### config.mk
export PLATFORM = sky130hd
export DESIGN_NAME = landmark_motion_gate_core
export DESIGN_NICKNAME = d
export VERILOG_FILES = /design/src/design/lmg_pkg.sv /design/src/design/lmg_div.sv /design/src/design/lmg_isqrt.sv /design/src/design/lmg_front.sv /design/src/design/lmg_back.sv /design/src/design/landmark_motion_gate_core.sv
export SDC_FILE = /design/constraint.sdc
export NUM_CORES = 2
export LEC_CHECK = 0
export ABC_AREA = 1
export ABC_CLOCK_PERIOD_IN_PS = 13900
export BUFFER_PORTS_ARGS = -buffer_cell sky130_fd_sc_hd__buf_2
export CELL_PAD_IN_SITES_DETAIL_PLACEMENT = 1
export CELL_PAD_IN_SITES_GLOBAL_PLACEMENT = 1
export CORE_AREA = 2 2 774 776
export DETAILED_ROUTE_END_ITERATION = 6
export DIE_AREA = 0 0 776 778
export GPL_TIMING_DRIVEN = 0
export PLACE_DENSITY = 0.43
export RECOVER_POWER = 25
export SLEW_MARGIN = 20
export SYNTH_ARGS = -nofsm -noshare
export SYNTH_HDL_FRONTEND = slang
export SYNTH_HIERARCHICAL = 1
export SYNTH_SLANG_ARGS = --single-unit
### constraint.sdc
create_clock -name clk -period 13.9 [get_ports clk]
set_clock_uncertainty 0.15 [all_clocks]
set_input_delay 3.475 -clock clk [delete_from_list [all_inputs] [get_ports clk]]
set_output_delay 3.475 -clock clk [all_outputs]
set_load 0.005 [all_outputs]
### src/design/lmg_pkg.sv
package lmg_pkg;

  // default geometry
  localparam int DEF_LANDMARKS   = 21;
  localparam int DEF_SCALE_POINT = 9;

  // fixed arithmetic widths
  localparam int NUM_W   = 39;  // rounded dividend |d| << 22 plus half scale
  localparam int SC_W    = 25;  // scale root
  localparam int NQ_W    = 18;  // normalized Q4.14
  localparam int SQ_IN_W = 50;  // square root radicand
  localparam int SQ_RT_W = 25;  // square root result
  localparam int ACC_W   = 38;  // sum of three squares
  localparam int EN_W    = 22;  // energy accumulator before saturation

  localparam logic signed [NQ_W-1:0] NQ_MAX = 18'h1FFFF;
  localparam logic signed [NQ_W-1:0] NQ_MIN = 18'h20000;
  localparam logic [19:0]            E_MAX  = 20'hFFFFF;

  // gate events
  localparam logic [1:0] EV_CLOSED_IDLE  = 2'd0;
  localparam logic [1:0] EV_OPENED       = 2'd1;
  localparam logic [1:0] EV_STILL_OPEN   = 2'd2;
  localparam logic [1:0] EV_CYCLE_ENDED  = 2'd3;

  // register indexes
  localparam logic [2:0] REG_OPEN_LEVEL     = 3'd0;
  localparam logic [2:0] REG_CLOSE_LEVEL    = 3'd1;
  localparam logic [2:0] REG_OPEN_DWELL_MS  = 3'd2;
  localparam logic [2:0] REG_CLOSE_DWELL_MS = 3'd3;
  localparam logic [2:0] REG_FRAME_LIMIT    = 3'd4;

  typedef struct packed {
    logic               absent;
    logic [31:0]        timestamp_ms;
    logic [4:0]         point_index;
    logic signed [15:0] point_x;
    logic signed [15:0] point_y;
    logic signed [15:0] point_z;
  } in_item_t;

  typedef struct packed {
    logic [1:0] gate_event;
    logic [9:0] frame_count;
  } out_item_t;

  typedef struct packed {
    logic [19:0] open_level;
    logic [19:0] close_level;
    logic [15:0] open_dwell_ms;
    logic [15:0] close_dwell_ms;
    logic [9:0]  frame_limit;
  } cfg_t;

  // command from front to back
  typedef struct packed {
    logic        absent;
    logic [31:0] timestamp_ms;
  } cmd_t;

  // landmark store write
  typedef struct packed {
    logic        en;
    logic [4:0]  addr;
    logic [47:0] data;
  } pt_wr_t;

  // back status toward front
  typedef struct packed {
    logic frame_busy;
    logic frame_done;
  } bk_status_t;

  function automatic logic signed [15:0] pt_comp(input logic [47:0] p, input logic [1:0] k);
    logic signed [15:0] r;
    case (k)
      2'd0:    r = p[47:32];
      2'd1:    r = p[31:16];
      default: r = p[15:0];
    endcase
    return r;
  endfunction

endpackage

### src/design/lmg_div.sv
module lmg_div (
  input  logic                      clk,
  input  logic                      rst,
  input  logic                      start,
  input  logic [lmg_pkg::NUM_W-1:0] num,
  input  logic [lmg_pkg::SC_W-1:0]  den,
  output logic                      done,
  output logic [lmg_pkg::NQ_W-1:0]  quo
);
  import lmg_pkg::*;

  logic [SC_W:0]   rem;
  logic [SC_W:0]   rem_sh;
  logic [NQ_W-1:0] lo;
  logic [4:0]      cnt;
  logic            busy;

  // one quotient bit per cycle, dividend known below den << NQ_W
  assign rem_sh = {rem[SC_W-1:0], lo[NQ_W-1]};

  always_ff @(posedge clk) begin
    if (rst) begin
      busy <= 1'b0;
      done <= 1'b0;
      cnt  <= '0;
    end else begin
      done <= 1'b0;
      if (start) begin
        rem  <= (SC_W+1)'(num[NUM_W-1:NQ_W]);
        lo   <= num[NQ_W-1:0];
        quo  <= '0;
        cnt  <= 5'(NQ_W);
        busy <= 1'b1;
      end else if (busy) begin
        if (rem_sh >= {1'b0, den}) begin
          rem <= rem_sh - {1'b0, den};
          quo <= {quo[NQ_W-2:0], 1'b1};
        end else begin
          rem <= rem_sh;
          quo <= {quo[NQ_W-2:0], 1'b0};
        end
        lo  <= {lo[NQ_W-2:0], 1'b0};
        cnt <= cnt - 5'd1;
        if (cnt == 5'd1) begin
          busy <= 1'b0;
          done <= 1'b1;
        end
      end
    end
  end

endmodule

### src/design/lmg_isqrt.sv
module lmg_isqrt (
  input  logic                        clk,
  input  logic                        rst,
  input  logic                        start,
  input  logic [lmg_pkg::SQ_IN_W-1:0] x,
  output logic                        done,
  output logic [lmg_pkg::SQ_RT_W-1:0] root
);
  import lmg_pkg::*;

  localparam int RW = SQ_RT_W + 3;

  logic [SQ_IN_W-1:0] xs;
  logic [RW-1:0]      rem;
  logic [RW-1:0]      rem_sh;
  logic [RW-1:0]      trial;
  logic [4:0]         cnt;
  logic               busy;

  // two radicand bits per cycle
  assign rem_sh = {rem[RW-3:0], xs[SQ_IN_W-1:SQ_IN_W-2]};
  assign trial  = {1'b0, root, 2'b01};

  always_ff @(posedge clk) begin
    if (rst) begin
      busy <= 1'b0;
      done <= 1'b0;
      cnt  <= '0;
    end else begin
      done <= 1'b0;
      if (start) begin
        xs   <= x;
        rem  <= '0;
        root <= '0;
        cnt  <= 5'(SQ_RT_W);
        busy <= 1'b1;
      end else if (busy) begin
        if (rem_sh >= trial) begin
          rem  <= rem_sh - trial;
          root <= {root[SQ_RT_W-2:0], 1'b1};
        end else begin
          rem  <= rem_sh;
          root <= {root[SQ_RT_W-2:0], 1'b0};
        end
        xs  <= {xs[SQ_IN_W-3:0], 2'b00};
        cnt <= cnt - 5'd1;
        if (cnt == 5'd1) begin
          busy <= 1'b0;
          done <= 1'b1;
        end
      end
    end
  end

endmodule

### src/design/lmg_front.sv
module lmg_front #(
  parameter int LANDMARKS = lmg_pkg::DEF_LANDMARKS
) (
  input  logic                clk,
  input  logic                rst,
  input  logic                in_valid,
  output logic                in_ready,
  input  lmg_pkg::in_item_t   in_data,
  output lmg_pkg::pt_wr_t     pt_wr,
  output logic                cmd_valid,
  input  logic                cmd_ready,
  output lmg_pkg::cmd_t       cmd,
  input  lmg_pkg::bk_status_t status
);
  import lmg_pkg::*;

  cmd_t       q [2];
  logic       wptr;
  logic       rptr;
  logic [1:0] cnt;
  logic       frame_out;
  logic       accept;
  logic       in_range;
  logic       is_last;
  logic       push;
  logic       pop;

  // classify the incoming transaction
  assign accept   = in_valid && in_ready;
  assign in_range = {1'b0, in_data.point_index} < 6'(LANDMARKS);
  assign is_last  = in_data.point_index == 5'(LANDMARKS - 1);
  assign push     = accept && (in_data.absent || is_last);
  assign pop      = cmd_valid && cmd_ready;

  // landmarks wait while a frame is still being read by the back or the command queue is full
  assign in_ready = (cnt != 2'd2) && !frame_out;

  assign pt_wr.en   = accept && !in_data.absent && in_range;
  assign pt_wr.addr = in_data.point_index;
  assign pt_wr.data = {in_data.point_x, in_data.point_y, in_data.point_z};

  assign cmd_valid = cnt != 2'd0;
  assign cmd       = q[rptr];

  // two-entry command queue
  always_ff @(posedge clk) begin
    if (push) begin
      q[wptr].absent       <= in_data.absent;
      q[wptr].timestamp_ms <= in_data.timestamp_ms;
    end
  end

  always_ff @(posedge clk) begin
    if (rst) begin
      wptr      <= 1'b0;
      rptr      <= 1'b0;
      cnt       <= 2'd0;
      frame_out <= 1'b0;
    end else begin
      if (push) wptr <= ~wptr;
      if (pop) rptr <= ~rptr;
      cnt <= cnt + {1'b0, push} - {1'b0, pop};
      if (push && !in_data.absent) begin
        frame_out <= 1'b1;
      end else if (status.frame_done) begin
        frame_out <= 1'b0;
      end
    end
  end

endmodule

### src/design/lmg_back.sv
module lmg_back #(
  parameter int LANDMARKS   = lmg_pkg::DEF_LANDMARKS,
  parameter int SCALE_POINT = lmg_pkg::DEF_SCALE_POINT
) (
  input  logic                clk,
  input  logic                rst,
  input  logic                cmd_valid,
  output logic                cmd_ready,
  input  lmg_pkg::cmd_t       cmd,
  input  lmg_pkg::pt_wr_t     pt_wr,
  input  lmg_pkg::cfg_t       cfg,
  output logic                out_valid,
  input  logic                out_ready,
  output lmg_pkg::out_item_t  out_data,
  output lmg_pkg::bk_status_t status
);
  import lmg_pkg::*;

  localparam int AW = $clog2(LANDMARKS);

  localparam logic [4:0] ST_IDLE  = 5'd0;
  localparam logic [4:0] ST_W0A   = 5'd1;
  localparam logic [4:0] ST_W0B   = 5'd2;
  localparam logic [4:0] ST_SPA   = 5'd3;
  localparam logic [4:0] ST_SPB   = 5'd4;
  localparam logic [4:0] ST_SPACC = 5'd5;
  localparam logic [4:0] ST_SCHK  = 5'd6;
  localparam logic [4:0] ST_SCW   = 5'd7;
  localparam logic [4:0] ST_PA    = 5'd8;
  localparam logic [4:0] ST_PB    = 5'd9;
  localparam logic [4:0] ST_DVS   = 5'd10;
  localparam logic [4:0] ST_DVW   = 5'd11;
  localparam logic [4:0] ST_MUL   = 5'd12;
  localparam logic [4:0] ST_MACC  = 5'd13;
  localparam logic [4:0] ST_QSS   = 5'd14;
  localparam logic [4:0] ST_QSW   = 5'd15;
  localparam logic [4:0] ST_GATE  = 5'd16;
  localparam logic [4:0] ST_OUT   = 5'd17;

  logic [4:0] state;

  // landmark and previous-frame stores
  logic [47:0]       pts_mem  [LANDMARKS];
  logic [3*NQ_W-1:0] prev_mem [LANDMARKS];
  logic [47:0]       pts_rd;
  logic [3*NQ_W-1:0] prev_rd;
  logic [AW-1:0]     rd_addr;
  logic              prev_we;

  logic [31:0]              now;
  logic signed [15:0]       w0   [3];
  logic [47:0]              p;
  logic [3*NQ_W-1:0]        prv;
  logic signed [NQ_W-1:0]   cur  [3];
  logic [1:0]               k;
  logic [AW-1:0]            idx;
  logic [ACC_W-1:0]         sacc;
  logic [ACC_W-2:0]         prod;
  logic [SC_W-1:0]          sc;
  logic [EN_W-1:0]          energy;
  logic                     cur_valid;
  logic signed [16:0]       d_cur;
  logic                     dsat;

  // gate state
  logic        pvalid;
  logic        gate_open;
  logic [31:0] hs;
  logic        hsv;
  logic [31:0] ls;
  logic        lsv;
  logic [9:0]  open_count;

  // arithmetic units
  logic                div_start;
  logic [NUM_W-1:0]    div_num;
  logic                div_done;
  logic [NQ_W-1:0]     div_quo;
  logic                sq_start;
  logic [SQ_IN_W-1:0]  sq_x;
  logic                sq_done;
  logic [SQ_RT_W-1:0]  sq_root;

  lmg_div u_div (
    .clk   (clk),
    .rst   (rst),
    .start (div_start),
    .num   (div_num),
    .den   (sc),
    .done  (div_done),
    .quo   (div_quo)
  );

  lmg_isqrt u_isqrt (
    .clk   (clk),
    .rst   (rst),
    .start (sq_start),
    .x     (sq_x),
    .done  (sq_done),
    .root  (sq_root)
  );

  always_ff @(posedge clk) begin
    if (pt_wr.en) pts_mem[pt_wr.addr[AW-1:0]] <= pt_wr.data;
    pts_rd <= pts_mem[rd_addr];
  end

  assign prev_we = (state == ST_QSW) && sq_done;

  always_ff @(posedge clk) begin
    if (prev_we) prev_mem[rd_addr] <= {cur[0], cur[1], cur[2]};
    prev_rd <= prev_mem[rd_addr];
  end

  // shared squarer operand
  logic signed [18:0] mul_a;
  logic signed [37:0] mul_p;

  always_comb begin
    if (state == ST_SPB) begin
      mul_a = 19'(pt_comp(pts_rd, k)) - 19'(w0[k]);
    end else begin
      mul_a = 19'(cur[k]) - 19'($signed(prv[(2 - k) * NQ_W +: NQ_W]));
    end
  end

  assign mul_p = mul_a * mul_a;

  // divider setup for the current coordinate
  logic signed [16:0] d_new;
  logic [16:0]        d_abs;
  logic [NUM_W-1:0]   num_new;
  logic               sat_new;

  assign d_new   = 17'(pt_comp(p, k)) - 17'(w0[k]);
  assign d_abs   = d_new[16] ? 17'(-d_new) : d_new;
  assign num_new = {1'b0, d_abs[15:0], 22'b0} + NUM_W'(sc[SC_W-1:1]);
  assign sat_new = {4'b0, num_new} >= {sc, 18'b0};

  // rounding result to saturated Q4.14
  logic signed [NQ_W-1:0] nq;

  always_comb begin
    if (dsat) begin
      nq = d_cur[16] ? NQ_MIN : NQ_MAX;
    end else if (!d_cur[16]) begin
      nq = (div_quo > 18'd131071) ? NQ_MAX : $signed(div_quo);
    end else begin
      nq = (div_quo > 18'd131072) ? NQ_MIN : $signed(~div_quo + 18'd1);
    end
  end

  // gate decision for a completed frame
  logic [19:0] e;
  logic [31:0] hs_use;
  logic [31:0] ls_use;
  logic [9:0]  cnt_n;
  logic        close;
  logic        g_open;
  logic [31:0] g_hs;
  logic        g_hsv;
  logic [31:0] g_ls;
  logic        g_lsv;
  logic [9:0]  g_cnt;
  out_item_t   g_out;

  always_comb begin
    e      = (cur_valid && pvalid) ?
             ((energy > EN_W'(E_MAX)) ? E_MAX : energy[19:0]) : 20'd0;
    hs_use = hsv ? hs : now;
    ls_use = lsv ? ls : now;
    cnt_n  = (open_count < cfg.frame_limit) ? open_count + 10'd1 : open_count;
    close  = 1'b0;
    g_open = gate_open;
    g_hs   = hs;
    g_hsv  = hsv;
    g_ls   = ls;
    g_lsv  = lsv;
    g_cnt  = open_count;
    g_out  = '{gate_event: EV_CLOSED_IDLE, frame_count: 10'd0};
    if (!gate_open) begin
      if (e > cfg.open_level) begin
        g_hs  = hs_use;
        g_hsv = 1'b1;
        if ((now - hs_use) >= {16'b0, cfg.open_dwell_ms}) begin
          g_open = 1'b1;
          g_hs   = '0;
          g_hsv  = 1'b0;
          g_ls   = '0;
          g_lsv  = 1'b0;
          g_cnt  = '0;
          g_out.gate_event = EV_OPENED;
        end
      end else begin
        g_hsv = 1'b0;
      end
    end else begin
      g_cnt = cnt_n;
      if (e < cfg.close_level) begin
        g_ls  = ls_use;
        g_lsv = 1'b1;
        if ((now - ls_use) >= {16'b0, cfg.close_dwell_ms}) close = 1'b1;
      end else begin
        g_lsv = 1'b0;
      end
      if (cnt_n >= cfg.frame_limit) close = 1'b1;
      if (close) begin
        g_open = 1'b0;
        g_hs   = '0;
        g_hsv  = 1'b0;
        g_ls   = '0;
        g_lsv  = 1'b0;
        g_cnt  = '0;
        g_out  = '{gate_event: EV_CYCLE_ENDED, frame_count: cnt_n};
      end else begin
        g_out  = '{gate_event: EV_STILL_OPEN, frame_count: cnt_n};
      end
    end
  end

  assign cmd_ready         = state == ST_IDLE;
  assign status.frame_done = state == ST_GATE;
  assign status.frame_busy = (state != ST_IDLE) && (state != ST_OUT) && (state != ST_GATE);

  // frame sequencer
  always_ff @(posedge clk) begin
    if (rst) begin
      state      <= ST_IDLE;
      out_valid  <= 1'b0;
      div_start  <= 1'b0;
      sq_start   <= 1'b0;
      pvalid     <= 1'b0;
      gate_open  <= 1'b0;
      hs         <= '0;
      hsv        <= 1'b0;
      ls         <= '0;
      lsv        <= 1'b0;
      open_count <= '0;
    end else begin
      div_start <= 1'b0;
      sq_start  <= 1'b0;
      unique case (state)
        ST_IDLE: begin
          if (cmd_valid) begin
            now <= cmd.timestamp_ms;
            if (cmd.absent) begin
              out_data   <= gate_open ?
                            out_item_t'{gate_event: EV_CYCLE_ENDED, frame_count: open_count} :
                            out_item_t'{gate_event: EV_CLOSED_IDLE, frame_count: 10'd0};
              out_valid  <= 1'b1;
              pvalid     <= 1'b0;
              gate_open  <= 1'b0;
              hs         <= '0;
              hsv        <= 1'b0;
              ls         <= '0;
              lsv        <= 1'b0;
              open_count <= '0;
              state      <= ST_OUT;
            end else begin
              rd_addr <= '0;
              state   <= ST_W0A;
            end
          end
        end
        ST_W0A: state <= ST_W0B;
        ST_W0B: begin
          w0[0]   <= pt_comp(pts_rd, 2'd0);
          w0[1]   <= pt_comp(pts_rd, 2'd1);
          w0[2]   <= pt_comp(pts_rd, 2'd2);
          rd_addr <= AW'(SCALE_POINT);
          k       <= 2'd0;
          sacc    <= '0;
          state   <= ST_SPA;
        end
        ST_SPA: state <= ST_SPB;
        ST_SPB: begin
          prod  <= mul_p[ACC_W-2:0];
          state <= ST_SPACC;
        end
        ST_SPACC: begin
          sacc <= sacc + ACC_W'(prod);
          if (k == 2'd2) begin
            state <= ST_SCHK;
          end else begin
            k     <= k + 2'd1;
            state <= ST_SPB;
          end
        end
        ST_SCHK: begin
          energy <= '0;
          if (sacc == '0) begin
            cur_valid <= 1'b0;
            state     <= ST_GATE;
          end else begin
            cur_valid <= 1'b1;
            sq_x      <= {sacc[33:0], 16'b0};
            sq_start  <= 1'b1;
            state     <= ST_SCW;
          end
        end
        ST_SCW: begin
          if (sq_done) begin
            sc      <= sq_root;
            idx     <= '0;
            rd_addr <= '0;
            state   <= ST_PA;
          end
        end
        ST_PA: state <= ST_PB;
        ST_PB: begin
          p     <= pts_rd;
          prv   <= prev_rd;
          k     <= 2'd0;
          sacc  <= '0;
          state <= ST_DVS;
        end
        ST_DVS: begin
          d_cur     <= d_new;
          dsat      <= sat_new;
          div_num   <= num_new;
          div_start <= !sat_new;
          state     <= ST_DVW;
        end
        ST_DVW: begin
          if (dsat || div_done) begin
            cur[k] <= nq;
            if (k == 2'd2) begin
              k     <= 2'd0;
              state <= ST_MUL;
            end else begin
              k     <= k + 2'd1;
              state <= ST_DVS;
            end
          end
        end
        ST_MUL: begin
          prod  <= mul_p[ACC_W-2:0];
          state <= ST_MACC;
        end
        ST_MACC: begin
          sacc <= sacc + ACC_W'(prod);
          if (k == 2'd2) begin
            state <= ST_QSS;
          end else begin
            k     <= k + 2'd1;
            state <= ST_MUL;
          end
        end
        ST_QSS: begin
          sq_x     <= SQ_IN_W'(sacc);
          sq_start <= 1'b1;
          state    <= ST_QSW;
        end
        ST_QSW: begin
          if (sq_done) begin
            energy <= energy + EN_W'(sq_root[SQ_RT_W-1:4]);
            if (idx == AW'(LANDMARKS - 1)) begin
              state <= ST_GATE;
            end else begin
              idx     <= idx + 1'b1;
              rd_addr <= idx + 1'b1;
              state   <= ST_PA;
            end
          end
        end
        ST_GATE: begin
          pvalid     <= cur_valid;
          gate_open  <= g_open;
          hs         <= g_hs;
          hsv        <= g_hsv;
          ls         <= g_ls;
          lsv        <= g_lsv;
          open_count <= g_cnt;
          out_data   <= g_out;
          out_valid  <= 1'b1;
          state      <= ST_OUT;
        end
        ST_OUT: begin
          if (out_ready) begin
            out_valid <= 1'b0;
            state     <= ST_IDLE;
          end
        end
        default: state <= ST_IDLE;
      endcase
    end
  end

endmodule

### src/design/landmark_motion_gate_core.sv
// Hand-landmark motion gate. Landmarks enter one per transaction in index order;
// every landmark in range, the last of a frame too, is written to the store as it
// is taken. The last landmark, or an absent-hand transaction, also becomes a command
// for the back end, which produces exactly one result per command. The time a frame
// takes is set by the shared one-bit-a-cycle divider (three normalizations per
// landmark) and the shared two-bits-a-cycle square root unit. While a frame is being
// worked on, new landmarks wait because the back end still reads the landmark store;
// configuration writes are always taken and must only be issued while the block is
// idle.
module landmark_motion_gate_core #(
  parameter int LANDMARKS   = lmg_pkg::DEF_LANDMARKS,
  parameter int SCALE_POINT = lmg_pkg::DEF_SCALE_POINT
) (
  input  logic               clk,
  input  logic               rst,
  input  logic               in_valid,
  output logic               in_ready,
  input  lmg_pkg::in_item_t  in_data,
  output logic               out_valid,
  input  logic               out_ready,
  output lmg_pkg::out_item_t out_data,
  input  logic               cfg_valid,
  output logic               cfg_ready,
  input  logic [2:0]         cfg_index,
  input  logic [19:0]        cfg_data
);
  import lmg_pkg::*;

  cfg_t       cfg;
  pt_wr_t     pt_wr;
  cmd_t       cmd;
  logic       cmd_valid;
  logic       cmd_ready;
  bk_status_t status;

  // configuration registers
  assign cfg_ready = 1'b1;

  always_ff @(posedge clk) begin
    if (rst) begin
      cfg.open_level     <= 20'd512;
      cfg.close_level    <= 20'd256;
      cfg.open_dwell_ms  <= 16'd100;
      cfg.close_dwell_ms <= 16'd200;
      cfg.frame_limit    <= 10'd60;
    end else if (cfg_valid && cfg_ready) begin
      unique case (cfg_index)
        REG_OPEN_LEVEL:     cfg.open_level     <= cfg_data;
        REG_CLOSE_LEVEL:    cfg.close_level    <= cfg_data;
        REG_OPEN_DWELL_MS:  cfg.open_dwell_ms  <= cfg_data[15:0];
        REG_CLOSE_DWELL_MS: cfg.close_dwell_ms <= cfg_data[15:0];
        REG_FRAME_LIMIT:    cfg.frame_limit    <= cfg_data[9:0];
        default: ;
      endcase
    end
  end

  lmg_front #(
    .LANDMARKS (LANDMARKS)
  ) u_front (
    .clk       (clk),
    .rst       (rst),
    .in_valid  (in_valid),
    .in_ready  (in_ready),
    .in_data   (in_data),
    .pt_wr     (pt_wr),
    .cmd_valid (cmd_valid),
    .cmd_ready (cmd_ready),
    .cmd       (cmd),
    .status    (status)
  );

  lmg_back #(
    .LANDMARKS   (LANDMARKS),
    .SCALE_POINT (SCALE_POINT)
  ) u_back (
    .clk       (clk),
    .rst       (rst),
    .cmd_valid (cmd_valid),
    .cmd_ready (cmd_ready),
    .cmd       (cmd),
    .pt_wr     (pt_wr),
    .cfg       (cfg),
    .out_valid (out_valid),
    .out_ready (out_ready),
    .out_data  (out_data),
    .status    (status)
  );

  // landmark store is never written while the back end reads a frame
  a_no_write_in_frame: assert property (@(posedge clk) disable iff (rst)
    in_ready |-> !status.frame_busy)
    else $error("landmark accepted while a frame is being processed");

  // an opening carries no count
  a_opened_zero: assert property (@(posedge clk) disable iff (rst)
    out_valid && out_data.gate_event == EV_OPENED |-> out_data.frame_count == 10'd0)
    else $error("opened event with nonzero count");

  // a closed gate reports no count
  a_closed_zero: assert property (@(posedge clk) disable iff (rst)
    out_valid && out_data.gate_event == EV_CLOSED_IDLE |-> out_data.frame_count == 10'd0)
    else $error("closed-gate event with nonzero count");

endmodule

* After elaboration in Yosys (flattened, before gate mapping)
Memory sizes are Yosys's and may differ from the RTL's. A register that Yosys moved wholly into a read port is not among the register bits. Cells that the tools add are included.
Storage, ports and cells: word-level logic and storage cells 358, flip-flop bits (word level) 737, memories 5, input port bits 114, memory bits (writable) 2310
Operators by class: magnitude comparators 13, equality and inequality tests 42, add/sub/neg operators 20, bitwise logic cells 7, mux-type cells 151, shift operators 1, $mul 2, reductions and logical operators 65
Memory list:
- u_back.prev_mem | depth 21, width 54, rd ports 1, clocked after Yosys merged registers in 1, write ports 1, line lmg_back.sv:44 | logic [3*NQ_W-1:0] prev_mem [LANDMARKS];
- u_back.pts_mem | depth 21, width 48, rd ports 1, clocked after Yosys merged registers in 1, write ports 1, line lmg_back.sv:43 | logic [47:0] pts_mem [LANDMARKS];
- u_front.q | depth 2, width 33, rd ports 1, clocked after Yosys merged registers in 1, write ports 1, line lmg_front.sv:17 | cmd_t q [2];
- u_back.cur | depth 3, width 18, rd ports 4, clocked after Yosys merged registers in 1, write ports 1, line lmg_back.sv:54 | logic signed [NQ_W-1:0] cur [3];
- u_back.w0 | depth 3, width 16, rd ports 1, clocked after Yosys merged registers in 1, write ports 3, line lmg_back.sv:51 | logic signed [15:0] w0 [3];
Operators with widths (number):
- $mux 32 | 13
- $mux 50 | 3
- $mux 18 | 8
- $mux 16 | 8
- $pmux 32 s2 | 2
- $pmux 50 s2 | 1
- $pmux 5 s18 | 1
- $mux 5 | 17
- $mux 10 | 8
- $pmux 38 s2 | 1
- $mux 25 | 3
- $ge 32x16->1 | 2
- $pmux 16 s2 | 2
- $sub 32x32->32 | 2
- $shiftx 54x33->18 | 1
- $mux 26 | 2
- $mux 1 | 51
- $pmux 22 s2 | 1
- $ge 39x43->1 | 1
- $eq 5x4->1 const B | 8
- $mux 20 | 2
- $add 38x24->39 | 1
- $add 38x37->38 | 1
- $logic_not 38->1 | 1
- other kinds (73) | 161

* Longest topological paths before layout
depth in word-level cells 10, depth in mapped cells 56

* Cells and area by module
The synthesis kept the hierarchy.
By module, submodules not included:
- lmg_back | cells each 10680, times used 1, area an instance 129980.9 um^2, seq. area each 82869.5 um^2
- lmg_isqrt | cells each 872, times used 1, area an instance 6658.9 um^2, seq. area each 3173.0 um^2
- lmg_div | cells each 730, times used 1, area an instance 5151.2 um^2, seq. area each 1971.9 um^2
- landmark_motion_gate_core | cells each 474, times used 1, area an instance 3274.4 um^2, seq. area each 1641.6 um^2
- lmg_front | cells each 208, times used 1, area an instance 3181.8 um^2, seq. area each 2102.0 um^2

* Worst setup path before layout
No wires, ideal clock.
kind register to register, start point reg u_back.k[0], end point reg u_back.prod[33], data pin, required time 13.486 ns, clock period less this slack 10.876 ns, setup time 0.264 ns, arrival 10.462 ns, path slack 3.024 ns, stages on the path, launching flop included 40, cells stage by stage edfxtp_1 -> clkbuf_1 -> inv_1 -> clkbuf_1 -> buf_1 -> buf_1 -> ha_1 -> clkbuf_1 -> clkbuf_1 -> a22o_1 -> a21oi_1 -> ha_1 -> fa_1 -> o21ai_0 -> a21oi_1 -> o21a_1 -> o21ai_0 -> nand3_1 -> (+4 left out) -> nor2_1 -> fa_1 -> inv_1 -> fa_1 -> fa_1 -> inv_1 -> fa_1 -> fa_1 -> fa_1 -> ha_1 -> ha_1 -> nand2_1 -> inv_1 -> nand4_1 -> or4_1 -> o221ai_1 -> a31oi_1 -> xor2_1
On the way: cells in the longest elaborated chain, start to end 6, elaborated cells between the ends (all ways) 11, those cells by class add/sub: 3; mul: 2; eq/ne: 1; shift: 1; mux: 3; reduce/logical: 1
RTL lines:
- start: declaration | line lmg_back.sv:55 | logic [1:0] k;
- start signal: assignment | line lmg_back.sv:285 | k <= k + 2'd1;
- start signal: assignment | line lmg_back.sv:331 | k <= k + 2'd1;
- start signal: assignment | line lmg_back.sv:345 | k <= k + 2'd1;
- $sub 2x2->3, or another cell as far along | line lmg_back.sv:123 | mul_a = 19'(cur[k]) - 19'($signed(prv[(2 - k) * NQ_W +: NQ_W]));
- $mul 32x4->31 / $pmux 16 s2 (equally long branches) | line lmg_back.sv:123, lmg_pkg.sv:76
- $shiftx 54x33->18 / $mux 16 (equally long branches) | line lmg_back.sv:123, lmg_back.sv:120
- $sub 18x18->19 / $sub 16x16->17 (equally long branches) | line lmg_back.sv:123, lmg_back.sv:121
- $mux 19 (*) | line lmg_back.sv:120 | if (state == ST_SPB) begin
- $mul 19x19->37 (*) | line lmg_back.sv:127 | assign mul_p = mul_a * mul_a;
- via u_back.mul_p[33] | line lmg_back.sv:117 | logic signed [37:0] mul_p;
- end signal: assignment | line lmg_back.sv:277 | prod <= mul_p[ACC_W-2:0];
- end signal: assignment | line lmg_back.sv:337 | prod <= mul_p[ACC_W-2:0];
- end: declaration | line lmg_back.sv:58 | logic [ACC_W-2:0] prod;
The timed path passes the listed nets; every way through them passes the cells marked *. The select of a mux whose other input is x is not followed. A chain may end at the register's enable or synchronous reset.

* Worst setup path after layout
start point reg u_back.k[0], end point reg u_back.prod[29], data pin
Same word-level chain as after synthesis.

==> metrics.txt <==
wire length per cell=around 25 um; Worst R2R Path Depth=47; initial antenna violation count=80; vias in the first global route=106k; Syn Std Cell Area=~150000 um2; clock root buffer=clkbuf_16; CORE AREA=596000 um2; Ys Warns=6; share of cells above drive strength 1=8.61%; grt ovf=0; violated checks=capacitance limit, slew limit; Max Buffers Root-to-Sink=4; GRT Total Usage=17.9%; CP arrival=13.48 ns; worst skew pair latency=1.04 ns; worst hold path stage count=0; remaining antenna violation count=0; Worst EP required=~14 ns; total wire length=between 500000 and 600000 um; clock slew at reported path FFs=~0.070 ns; Post-DP Area=~160000 um2; worst setup path class=reg -> reg; CTS tree=done; delay of the slowest cell on the worst path=about 0.55 ns; 1st-iter DRT viols=6496; Fin. Hold Viols=0; Initial Util=24.9%; via/cell ratio=about 4.6; TNS Setup=0 ns; post-route design area=175000 um2; Worst-Margin Slew=1.63 ns; clk sink count=3153; Crit path top cell by count=fa_1; worst hold-check path type=reg -> reg; hold endpoint=u_back/prv[43]$_DFFE_PP_; Hold Path Origin=u_back/prev_rd[43]$_DFF_P_; dpl hpwl=around 410000 um; flop2flop setup slack=0.93 ns; mean post-synth cell area=about 11 um2; Max FO, Critical Path=12; Tmin final=roughly 13 ns; routability cong.=roughly 0.81; endpoint class of the critical path=register; DIE AREA=604000 um2; I/O pins=129; # nets final=about 15k; first-pass GRT wire length=790000 um; Fillers=65.5k; drt first pass iters=5; die width=776 um; FMAX=77.1 MHz; die height=around 780 um; H-Tree Depth=5; routed vias=101k; max-cap violations=4; pin count of the biggest net entering global routing=27; RSZ-0062 raised after global routing=no; Area growth syn-to-layout=18.2%; cells after synthesis=13.0k; # rows=about 280; Net Count, Synth=roughly 14k; status=finished, violations left; crit start category=register; R2R Path Start=u_back/k[0]$_DFFE_PP_; Core Util, Final=slightly below 30%; FF-to-FF End=u_back/prod[29]$_DFFE_PP_; CP max stage cell=fa_1; fin crit share=slightly above 90%; Slew headroom=-8.69%; I/O Buffers=79; Slew Viols, Final=66; drc violations=0; Setup violations, final=0; total CTS buffers=370
## per-layer routing
layer  vias up  wire length (um)  track usage [%]
li1      47300                 -                -
met1     51500            249000             24.0
met2      1880            269000             31.1
met3       548             23800             2.26
met4         6             12100             3.57
met5         -                34                0
## registers in the layout (all words and copies together) (netlist names), 32 cells and up, named ones only
| signal | cells |
|---|---|
| u_back/sacc | 38 |
| u_back/prev_rd | 54 |
| u_back/cur | 72 |
| u_back/now | 32 |
| u_back/prv | 54 |
| u_back/p | 48 |
| u_front/q | 66 |
| u_back/sq_x | 50 |
| u_back/div_num | 39 |
| u_back/pts_mem | 1008 |
| u_back/ls | 32 |
| cfg | 82 |
| u_back/prev_mem | 1134 |
| u_back/prod | 36 |
| u_back/pts_rd | 48 |
| u_back/w0 | 48 |
| u_back/u_isqrt/xs | 50 |
| u_back/hs | 32 |
## worst max-delay path: cells and delay by family, from the launching register on
family / cells / cell delay, ns
simple gates: 9 / 1.35
compound gates: 16 / 3.52
fa+ha+maj: 11 / 5.08
flops: 1 / 0.47
xor+xnor: 1 / 0.16
buf+inv: 10 / 1.89
## metrics by stage
step                setup WS (ns)  std cells  hold WS (ns)
detailed placement          -1.19      21100         0.240
floorplan                    3.02      13000         0.236
CTS                        0.0843      21800         0.251
global placement            -2.66      20900         0.238
global route               0.0334      21800         0.255
finish                      0.931      21800         0.229
## what timing repair did
action,4_1_cts,5_1_grt
hold buffers,0,0
endpoints found under the setup margin,12,10
gates resized for setup,7,16
setup buffers,0,4
## placed cells by master (no fill, tap or decap), types with 137 or more instances in the layout
master and instances:
dfxtp_1 292, nand3_1 401, nand4_1 137, ha_1 472, inv_1 1440, fa_1 331
clkbuf_1 506, a22oi_1 990, edfxtp_1 2861, o21ai_0 447, clkbuf_16 371, nor2_1 927
a21oi_1 1051, nand2_1 2106
## layout make-up
| type | instances | area (um2) | share of cell area (%) |
|---|---|---|---|
| antenna | 23 | 57.6 | 0.0328 |
| buffer | 585 | 2630 | 1.50 |
| clock buffer | 492 | 9960 | 5.68 |
| clock inverter | 193 | 1970 | 1.13 |
| inverter | 1475 | 5550 | 3.16 |
| multi-input combinational | 7749 | 48900 | 27.9 |
| sequential | 3153 | 91800 | 52.3 |
| tap | 7865 | 9840 | 5.61 |
| timing repair buffer | 307 | 4620 | 2.64 |
## worst max path at each step
stage	startpoint	to	slack [ns]	cells after the start
after detailed placement	u_back/k[0]$_DFFE_PP_	u_back/prod[33]$_DFFE_PP_	-1.19	39
final	u_back/k[0]$_DFFE_PP_	u_back/prod[29]$_DFFE_PP_	0.93	47
after global placement	in_valid	u_back/pts_mem[20][17]$_DFFE_PP_	-2.66	7
after floorplan	u_back/k[0]$_DFFE_PP_	u_back/prod[33]$_DFFE_PP_	3.02	39
after global routing	u_back/k[0]$_DFFE_PP_	u_back/prod[29]$_DFFE_PP_	0.03	47
after CTS	u_back/k[0]$_DFFE_PP_	u_back/prod[29]$_DFFE_PP_	0.08	46
Power is not shown: default switching activity piles up to over one toggle a cycle in this logic, so the estimate is an artifact.
